--- config.mk ---
export PLATFORM = sky130hd
export DESIGN_NAME = sparse_feature_stream_decoder_unit
export DESIGN_NICKNAME = d
export VERILOG_FILES = /design/src/sfsd_pkg.sv /design/src/sparse_feature_stream_decoder_unit.sv /design/src/sfsd_byte_decoder.sv /design/src/sfsd_index_accum.sv
export SDC_FILE = /design/constraint.sdc
export NUM_CORES = 1
export LEC_CHECK = 0
export BUFFER_PORTS_ARGS = -buffer_cell sky130_fd_sc_hd__buf_4
export CAP_MARGIN = 20
export CORE_ASPECT_RATIO = 0.5
export CORE_UTILIZATION = 58
export CTS_BUF_LIST = sky130_fd_sc_hd__clkbuf_16
export DETAILED_ROUTE_END_ITERATION = 6
export PLACE_DENSITY = 0.9
export SLEW_MARGIN = 5
export SYNTH_ARGS = -nofsm -noshare
export SYNTH_HDL_FRONTEND = slang
export SYNTH_SLANG_ARGS = --single-unit
--- constraint.sdc ---
create_clock -name clk -period 14.17 [get_ports clk]
set_input_delay 0.7085 -clock clk [delete_from_list [all_inputs] [get_ports clk]]
set_output_delay 0.7085 -clock clk [all_outputs]
set_load 0.03 [all_outputs]
--- src/sfsd_pkg.sv ---
// Shared types and constants for the sparse feature stream decoder.
// No dependencies; every other file in src imports this package.
package sfsd_pkg;

    localparam logic [31:0] VAL_NEG_ONE = 32'hBF80_0000;
    localparam logic [31:0] VAL_POS_ONE = 32'h3F80_0000;
    localparam int unsigned CODE_NEG_BIT = 0;
    localparam int unsigned CODE_GENERAL_BIT = 1;
    localparam logic [2:0] SHIFT_SAT = 3'd5;
    localparam logic [1:0] FLOAT_LAST = 2'd3;
    localparam logic [31:0] INDEX_MASK_RESET = 32'h0003_FFFF;

    typedef struct packed {
        logic [7:0] data_byte;
        logic       namespace_start;
    } sfsd_in_t;

    typedef struct packed {
        logic [31:0] feature_index;
        logic [31:0] value_bits;
        logic        negative_delta;
    } sfsd_out_t;

    // Feature completed by the current byte: zigzag field and value.
    typedef struct packed {
        logic        emit;
        logic [29:0] diff;
        logic [31:0] value;
    } sfsd_feat_t;

    typedef enum logic [1:0] {
        PH_VARINT = 2'b01,
        PH_FLOAT  = 2'b10
    } sfsd_phase_t;

endpackage

--- src/sparse_feature_stream_decoder_unit.sv ---
// Top level of the sparse feature stream decoder: input register, decode, result register.
// Depends on sfsd_pkg, sfsd_byte_decoder and sfsd_index_accum.
//
//  channel | direction | handshake             | payload
//  --------+-----------+-----------------------+-------------------------------
//  in      | request   | in_valid / in_stall   | in_data  (byte, namespace mark)
//  out     | result    | out_valid / out_stall | out_data (index, value, flag)
//  cfg     | write     | cfg_wr_en             | cfg_wr_data (index mask)
//
// One byte per cycle sustained unless a completed feature meets a stalled result: a
// request is held in the input register, decoded in one pass and the feature, if
// any, lands in the result register on the same edge. Reset clears the decoder, the
// running index and both valid bits, and loads the index mask with 0x3FFFF.
// A stalled result holds; the input register still takes one more request, and
// bytes that complete no feature keep advancing past a full result register.
module sparse_feature_stream_decoder_unit #(
    parameter int INDEX_WIDTH = 32
) (
    input  logic                  clk,
    input  logic                  rst_n,
    input  logic                  in_valid,
    output logic                  in_stall,
    input  sfsd_pkg::sfsd_in_t    in_data,
    output logic                  out_valid,
    input  logic                  out_stall,
    output sfsd_pkg::sfsd_out_t   out_data,
    input  logic                  cfg_wr_en,
    input  logic [31:0]           cfg_wr_data
);
    import sfsd_pkg::*;

    logic        in_valid_reg;
    sfsd_in_t    in_item_reg;
    logic        out_valid_reg, out_valid_next;
    sfsd_out_t   out_data_reg;
    logic [31:0] index_mask_reg;
    logic        out_free, step, load_in;
    sfsd_feat_t  feat;
    logic [31:0] feature_index;
    logic        negative_delta;

    // Result slot frees when empty or being taken this cycle.
    assign out_free = !out_valid_reg || !out_stall;
    // Advance the held request unless it completes a feature with nowhere to go.
    assign step     = in_valid_reg && (!feat.emit || out_free);
    assign in_stall = in_valid_reg && !step;
    assign load_in  = in_valid && !in_stall;

    sfsd_byte_decoder u_dec (
        .clk     (clk),
        .rst_n   (rst_n),
        .step    (step),
        .in_item (in_item_reg),
        .feat    (feat)
    );

    sfsd_index_accum #(
        .INDEX_WIDTH (INDEX_WIDTH)
    ) u_idx (
        .clk            (clk),
        .rst_n          (rst_n),
        .step           (step),
        .clear          (in_item_reg.namespace_start),
        .emit           (feat.emit),
        .diff           (feat.diff),
        .index_mask     (index_mask_reg),
        .feature_index  (feature_index),
        .negative_delta (negative_delta)
    );

    always_comb
    begin
        if (step && feat.emit)
            out_valid_next = 1'b1;
        else if (out_stall)
            out_valid_next = out_valid_reg;
        else
            out_valid_next = 1'b0;
    end

    // Control state and the mask register.
    always_ff @(posedge clk or negedge rst_n)
    begin
        if (!rst_n)
        begin
            in_valid_reg   <= 1'b0;
            out_valid_reg  <= 1'b0;
            index_mask_reg <= INDEX_MASK_RESET;
        end
        else
        begin
            if (load_in)
                in_valid_reg <= 1'b1;
            else if (step)
                in_valid_reg <= 1'b0;
            out_valid_reg <= out_valid_next;
            if (cfg_wr_en)
                index_mask_reg <= cfg_wr_data;
        end
    end

    // Payload registers.
    always_ff @(posedge clk)
    begin
        if (load_in)
            in_item_reg <= in_data;
        if (step && feat.emit)
        begin
            out_data_reg.feature_index  <= feature_index;
            out_data_reg.value_bits     <= feat.value;
            out_data_reg.negative_delta <= negative_delta;
        end
    end

    assign out_valid = out_valid_reg;
    assign out_data  = out_data_reg;

endmodule

--- src/sfsd_byte_decoder.sv ---
// Varint and float-byte decoder: turns bytes into completed features.
// Depends on sfsd_pkg.
module sfsd_byte_decoder (
    input  logic              clk,
    input  logic              rst_n,
    input  logic              step,
    input  sfsd_pkg::sfsd_in_t in_item,
    output sfsd_pkg::sfsd_feat_t feat
);
    import sfsd_pkg::*;

    sfsd_phase_t phase_reg, phase_next, phase_cur;
    logic [31:0] accum_reg, accum_next, accum_cur, accum_add;
    logic [2:0]  shift_reg, shift_next, shift_cur;
    logic [1:0]  fcount_reg, fcount_next, fcount_cur;
    logic [29:0] pend_reg, pend_next, pend_cur;
    logic [23:0] fasm_reg, fasm_next, fasm_cur;
    logic [7:0]  b;
    logic [31:0] code;

    assign b = in_item.data_byte;

    always_comb
    begin
        // Start mark drops any partial code or float.
        phase_cur  = in_item.namespace_start ? PH_VARINT : phase_reg;
        accum_cur  = in_item.namespace_start ? '0 : accum_reg;
        shift_cur  = in_item.namespace_start ? '0 : shift_reg;
        fcount_cur = in_item.namespace_start ? '0 : fcount_reg;
        pend_cur   = in_item.namespace_start ? '0 : pend_reg;
        fasm_cur   = in_item.namespace_start ? '0 : fasm_reg;

        case (shift_cur)
            3'd0:    accum_add = {25'd0, b[6:0]};
            3'd1:    accum_add = {18'd0, b[6:0], 7'd0};
            3'd2:    accum_add = {11'd0, b[6:0], 14'd0};
            3'd3:    accum_add = {4'd0, b[6:0], 21'd0};
            3'd4:    accum_add = {b[3:0], 28'd0};
            default: accum_add = '0;
        endcase
        code = accum_cur | accum_add;

        phase_next  = phase_cur;
        accum_next  = accum_cur;
        shift_next  = shift_cur;
        fcount_next = fcount_cur;
        pend_next   = pend_cur;
        fasm_next   = fasm_cur;
        feat.emit   = 1'b0;
        feat.diff   = code[31:2];
        feat.value  = VAL_POS_ONE;

        case (phase_cur)
            PH_FLOAT:
            begin
                if (fcount_cur != FLOAT_LAST)
                begin
                    case (fcount_cur)
                        2'd0:    fasm_next = fasm_cur | {16'd0, b};
                        2'd1:    fasm_next = fasm_cur | {8'd0, b, 8'd0};
                        default: fasm_next = fasm_cur | {b, 16'd0};
                    endcase
                    fcount_next = fcount_cur + 2'd1;
                end
                else
                begin
                    feat.emit   = 1'b1;
                    feat.diff   = pend_cur;
                    feat.value  = {b, fasm_cur};
                    phase_next  = PH_VARINT;
                    fcount_next = '0;
                    pend_next   = '0;
                    fasm_next   = '0;
                end
            end
            default:
            begin
                if (b[7])
                begin
                    accum_next = code;
                    if (shift_cur != SHIFT_SAT)
                        shift_next = shift_cur + 3'd1;
                end
                else
                begin
                    accum_next = '0;
                    shift_next = '0;
                    if (code[CODE_NEG_BIT])
                    begin
                        feat.emit  = 1'b1;
                        feat.value = VAL_NEG_ONE;
                    end
                    else if (code[CODE_GENERAL_BIT])
                    begin
                        pend_next   = code[31:2];
                        phase_next  = PH_FLOAT;
                        fcount_next = '0;
                        fasm_next   = '0;
                    end
                    else
                    begin
                        feat.emit = 1'b1;
                    end
                end
            end
        endcase
    end

    always_ff @(posedge clk or negedge rst_n)
    begin
        if (!rst_n)
        begin
            phase_reg  <= PH_VARINT;
            accum_reg  <= '0;
            shift_reg  <= '0;
            fcount_reg <= '0;
            pend_reg   <= '0;
            fasm_reg   <= '0;
        end
        else if (step)
        begin
            phase_reg  <= phase_next;
            accum_reg  <= accum_next;
            shift_reg  <= shift_next;
            fcount_reg <= fcount_next;
            pend_reg   <= pend_next;
            fasm_reg   <= fasm_next;
        end
    end

endmodule

--- src/sfsd_index_accum.sv ---
// Zigzag delta decode and running index accumulator with output masking.
// Depends on sfsd_pkg.
module sfsd_index_accum #(
    parameter int INDEX_WIDTH = 32
) (
    input  logic        clk,
    input  logic        rst_n,
    input  logic        step,
    input  logic        clear,
    input  logic        emit,
    input  logic [29:0] diff,
    input  logic [31:0] index_mask,
    output logic [31:0] feature_index,
    output logic        negative_delta
);
    import sfsd_pkg::*;

    logic [INDEX_WIDTH-1:0] run_reg, run_next, run_cur, sum;
    logic [31:0]            delta;

    always_comb
    begin
        negative_delta = diff[0];
        delta   = {3'd0, diff[29:1]} ^ {32{diff[0]}};
        run_cur = clear ? '0 : run_reg;
        sum     = run_cur + delta[INDEX_WIDTH-1:0];
        run_next = emit ? sum : run_cur;
        feature_index = 32'(sum & index_mask[INDEX_WIDTH-1:0]);
    end

    always_ff @(posedge clk or negedge rst_n)
    begin
        if (!rst_n)
            run_reg <= '0;
        else if (step)
            run_reg <= run_next;
    end

endmodule
* Yosys cells after proc, flatten, opt, wreduce, memory -nomap -nowiden
Index checks and enable logic that the tools add are counted. Widths: inputs -> output; s select.
Cells by class: bitwise operators 6, multiplexer cells 48, reduce and logical (&&, ||, !) cells 14, eq/ne operators 9, add/subtract/negate cells 3
Operators with widths (count):
- $mux 32 | 8
- $mux 30 | 7
- $pmux 32 s5 | 1
- $mux 24 | 6
- $mux 63 | 1
- $pmux 24 s2 | 1
- $add 32x32->32 | 1
- $and 32x32->32 | 1
- $or 32x32->32 | 1
- $xor 29x32->32 | 1
- $mux 2 | 12
- $or 24x16->24 | 1
- $or 24x24->24 | 1
- $or 24x8->24 | 1
- $mux 3 | 4
- $mux 1 | 8
- $eq 3x2->1 const B | 2
- $logic_not 1->1 | 5
- $logic_and 1x1->1 | 4
- $add 3x1->3 const B | 1
- $eq 3x1->1 const B | 1
- $eq 3x3->1 const B | 1
- $logic_not 3->1 | 1
- $ne 3x3->1 const B | 1
- 8 further kinds | 9
Word-level totals: logic and storage cells 95, input bits 46, bits in registers 233

* Logic depth before layout (Yosys ltp)
word-level depth 16, gate-level depth with buffers 24, mapped depth without buffers 19

* Cells and area by module
Synthesis repeated with hierarchy kept, for this count alone.
Unflattened totals: cell total of the unflattened synthesis 1194, area total of the unflattened synthesis 12939.9 µm²
Modules (own cells, without submodules):
- sfsd_byte_decoder | area an instance 5221.3 µm², cells an instance 552, instances 1, seq. area each 2328.5 µm²
- sfsd_index_accum | area an instance 4030.1 µm², cells an instance 488, instances 1, seq. area each 800.8 µm²
- sparse_feature_stream_decoder_unit | area an instance 3688.5 µm², cells an instance 154, instances 1, seq. area each 3095.5 µm²

* Least setup slack after synthesis
No wires, ideal clock.
path kind reg-to-reg, start point register in_item_reg[0] (netlist name), end point register out_data_reg (netlist bit out_data[57]) (data pin), path slack 8995 ps, period minus slack after synthesis 5175 ps, data required time 13915 ps, stages on the path, launching flop included 25, arrival 4921 ps, path through edfxtp_1 -> inv_2 -> clkbuf_1 -> buf_1 -> nand2_1 -> inv_1 -> ha_1 -> clkbuf_1 -> and2_1 -> clkbuf_1 -> nand2_1 -> o21ai_1 -> buf_2 -> xor2_1 -> ha_1 -> fa_1 -> a21o_1 -> a21oi_2 -> o21ai_1 -> a311oi_1 -> o31ai_1 -> a221o_1 -> a21oi_1 -> xnor2_1 -> and2_1
Between the ends: cells in the longest elaborated chain, start to end 9, elaborated cells between the ends (all ways) 20
Ends and longest elaborated chain:
- start, declared | RTL line sparse_feature_stream_decoder_unit.sv:33 | sfsd_in_t in_item_reg;
- start signal, assigned | RTL line sparse_feature_stream_decoder_unit.sv:106 | in_item_reg <= in_data;
- $mux 3 | RTL line sfsd_byte_decoder.sv:28 | shift_cur = in_item.namespace_start ? '0 : shift_reg;
- $eq 3x3->1, or another cell as far along | RTL line sfsd_byte_decoder.sv:33 | case (shift_cur)
- $pmux 32 s5 | RTL line sfsd_byte_decoder.sv:33
- $or 32x32->32 | RTL line sfsd_byte_decoder.sv:41 | code = accum_cur | accum_add;
- $mux 63 | RTL line sfsd_byte_decoder.sv:56 | if (fcount_cur != FLOAT_LAST)
- $mux 30 | RTL line sfsd_byte_decoder.sv:53 | case (phase_cur)
- $xor 29x32->32 | RTL line sfsd_index_accum.sv:24 | delta = {3'd0, diff[29:1]} ^ {32{diff[0]}};
- $add 32x32->32 * | RTL line sfsd_index_accum.sv:26 | sum = run_cur + delta[INDEX_WIDTH-1:0];
- $and 32x32->32 * | RTL line sfsd_index_accum.sv:28 | feature_index = 32'(sum & index_mask[INDEX_WIDTH-1:0]);
- net feature_index[24] | RTL line sparse_feature_stream_decoder_unit.sv:39 | logic [31:0] feature_index;
- end, declared | RTL line sparse_feature_stream_decoder_unit.sv:35 | sfsd_out_t out_data_reg;
The timed path passes the listed nets; every way through them passes the cells marked *. A chain may end at the register's enable or synchronous reset.

* Final worst setup path
start point register in_item_reg[0] (netlist name), end point register out_data_reg (netlist bit out_data[61]) (data pin)
Same word-level chain as after synthesis.

==> flow_metrics.py <==
metrics = {
    "outcome": {
        "outcome": "finished clean",
    },
    "grt": {
        "gr-total-overflow": 0,
        "grt_pass1_wl_um": 44100,
        "grt_pass1_vias": 8284,
        "grt_max_degree": 95,
        "globalRouteTotalUtil_pct": 27.0,
        "antenna_found_initial": 0,
    },
    "yosys": {
        "syn_area_per_cell_um2": 10.7,
        "netlist_area_um2": 11700,
        "ys.flop_type": "dfrtp_1",
        "synth_cells": 1102,
        "ys_warn_count": 0,
        "synth-edff-count": 74,
        "async_flop_share_pct": 68.2,
        "synth_seq_cells": 233,
        "syn_nets": 1183,
        "post_synth_num_cell_types": 60,
        "ys_seq_area_share_pct": 53.0,
    },
    "clocking": {
        "cts_buffers": 21,
        "clockRootBuffer": "clkbuf_16",
        "clk_pin_slew_ns": 0.07,
        "clock_path_buffers": 3,
        "postCtsSetupBuffers": 0,
        "insertion_delay_ns": 0.50,
        "post_cts_resized": 0,
        "cts_tree": "built",
        "cts_hold_buffers": 0,
        "htree_levels": 1,
        "cts_sinks": 233,
    },
    "power_and_ir_drop": {
        "share_seq_of_total_power_pct": 43.4,
        "p_clk_share_pct": 28.1,
        "intPower_uw": 1290,
        "switching_share_pct": 32.3,
        "comb_power_share_pct": 28.5,
        "power.leakage_uw": 0.00602,
        "power_density_nw_per_um2": 143,
        "ir_drop_uv": 78.3,
        "totalPowerFinal_uw": 1900,
        "power.switching_uw": 614,
    },
    "setup_path": {
        "required_ns": 14.42,
        "critical_path.max_fanout": 61,
        "cp-start-kind": "flop",
        "reg2reg_depth": 21,
        "end_kind": "flop",
        "critPathKind": "flop to flop",
        "cp.arrival_ns": 7.38,
        "r2r_slack_ns": 7.04,
    },
    "timing": {
        "fin_crit_ns": 7.13,
        "post-route-period-util_pct": 50.3,
        "rsz0062_at_grt": "false",
        "timing.fmax_mhz": 140,
        "worstMarginPinSlew_ns": 1.09,
        "final.setup.tns_ns": 0,
        "hold_viol": 0,
        "maxSlewHeadroom_pct": 27.0,
        "fin_skew_ns": 0.0107,
        "setup_violations": 0,
        "slew_viol_final": 0,
    },
    "placed_design": {
        "place.gp.congestion": 0.901,
        "dp_hpwl_um": 18100,
        "port-buffer-count": 112,
    },
    "floorplan": {
        "design.die.area_um2": 20900,
        "rows": 36,
        "design.core.area_um2": 19600,
        "die_h_um": 103,
        "die_w_um": 203,
        "io_pins": 113,
        "start_util_pct": 59.8,
    },
    "routing": {
        "routedWlPerCell_um": 19.0,
        "routed_wirelength_um": 27500,
        "ant_nets": 0,
        "viasPerCell": 6.06,
        "vias": 8766,
        "drt_first_pass_iters": 5,
        "drt_iter0_markers": 892,
        "drc": 0,
    },
    "layout": {
        "fill_cells": 1470,
        "final_nets": 1248,
        "layout-area-overhead-vs-synth_pct": 13.1,
        "drive_gt1_share_pct": 19.0,
        "antenna_cells": 0,
        "largest_register_ffs": 65,
    },
    "min_path": {
        "hold_class": "input port to async pin",
    },
    "job": {
        "max_cap_viol_count": 0,
    },
}
==> cells by family (layout without fill, tap and decap cells) <==
group,after synthesis,in the layout,synth area share [%]
xor gates and xnor gates,56,56,4.18
DFF,233,233,53.0
and+or+nand+nor,295,295,12.7
AOI/OAI and AO/OA,357,357,19.7
muxes,31,31,2.97
buffers and inverters,95,174,3.63
adders and majority gates,35,35,3.79
==> metrics by stage <==
stage | instances | utilization (%) | area (um^2) | worst slack, ns | hold slack, ns
floorplan | 1102 | - | 11700 | 8.99 | 0.413
global placement | 1409 | 64.3 | 12600 | 7.45 | 0.456
detailed placement | 1409 | 64.3 | 12600 | 7.16 | 0.467
CTS | 1446 | 67.5 | 13300 | 7.10 | 0.285
global route | 1447 | 67.6 | 13300 | 6.55 | 0.321
finish | 1447 | 67.6 | 13300 | 7.04 | 0.261
==> area by class of cell <==
cell class                 instances  area, um^2  area share (%)
clock inverter                    16         104           0.782
clock buffer                      21         526            3.96
tap                              266         333            2.51
inverter                          15        57.6           0.433
multi-input combinational        774        5100            38.4
timing repair buffer             122         940            7.07
sequential                       233        6220            46.9
==> cells in the final DEF (no fill, tap or decap), drive strengths merged, types with 33 or more instances in the layout <==
cell type / count
nor2b: 38
buf: 122
edfxtp: 74
nand2: 80
and2: 33
xor2: 37
dfrtp: 140
a21oi: 86
and3: 33
a22o: 51
ha: 34
o21ai: 121
nor2: 46
==> synth_stat cells (all sizes together) (29+ instances only) <==
cell      n  area share [%]
buf      29             1.5
nor2b    38             2.0
dfrtp   140              30
mux2     31             3.0
clkbuf   51             1.6
a22o     51             3.8
and2     33             1.8
nand2    80             2.6
and3     33             1.8
nor2     46             1.5
xor2     37             2.8
edfxtp   74              19
ha       34             3.6
a21oi    86             3.7
o21ai   121             5.3
==> worst max-delay path, stage by stage (launching register included) <==
cell and delay [ns]:
edfxtp_1 0.36, buf_4 0.31, inv_2 0.81, nand2_1 0.26, inv_1 0.18, ha_1 0.65, and2_1 0.69, nand2_1 0.23
o21ai_4 0.10, buf_4 0.44, xor2_1 0.14, ha_1 0.24, fa_1 0.47, a21o_1 0.19, a21oi_2 0.21, o21ai_1 0.15
a311oi_1 0.35, o31ai_1 0.20, a221o_1 0.41, a21oi_1 0.20, xnor2_1 0.11, and2_1 0.16
==> worst paths after layout <==
check,to,from
max in group asynchronous,u_dec.fasm_reg[23]$_DFFE_PN0P_,rst_n
worst min-delay path,u_idx.run_reg[6]$_DFFE_PN0P_,rst_n
min in group clk,in_item_reg[8]$_DFFE_PP_,in_data[8]
worst max-delay path,out_data[61]$_DFFE_PP_,in_item_reg[0]$_DFFE_PP_
worst min register to register,u_idx.run_reg[13]$_DFFE_PN0P_,u_idx.run_reg[13]$_DFFE_PN0P_
worst max register to register,out_data[61]$_DFFE_PP_,in_item_reg[0]$_DFFE_PP_
==> layer usage <==
metal | GRT usage (%) | up-vias | wire, um
li1 | - | 4122 | -
met1 | 40.5 | 4249 | 12700
met2 | 41.2 | 352 | 12100
met3 | 4.14 | 43 | 2050
met4 | 7.00 | 0 | 625
met5 | 0 | - | 0
==> power by group through the flow <==
stage	registers, uW	logic (uW)	clock network [uW]
6_report	826	543	535
5_1_grt	834	590	572
4_1_cts	825	536	542
3_5_place_dp	837	530	0
3_3_place_gp	834	514	0
2_1_floorplan	851	366	0
No activity file was read; power rests on OpenSTA's default activity.
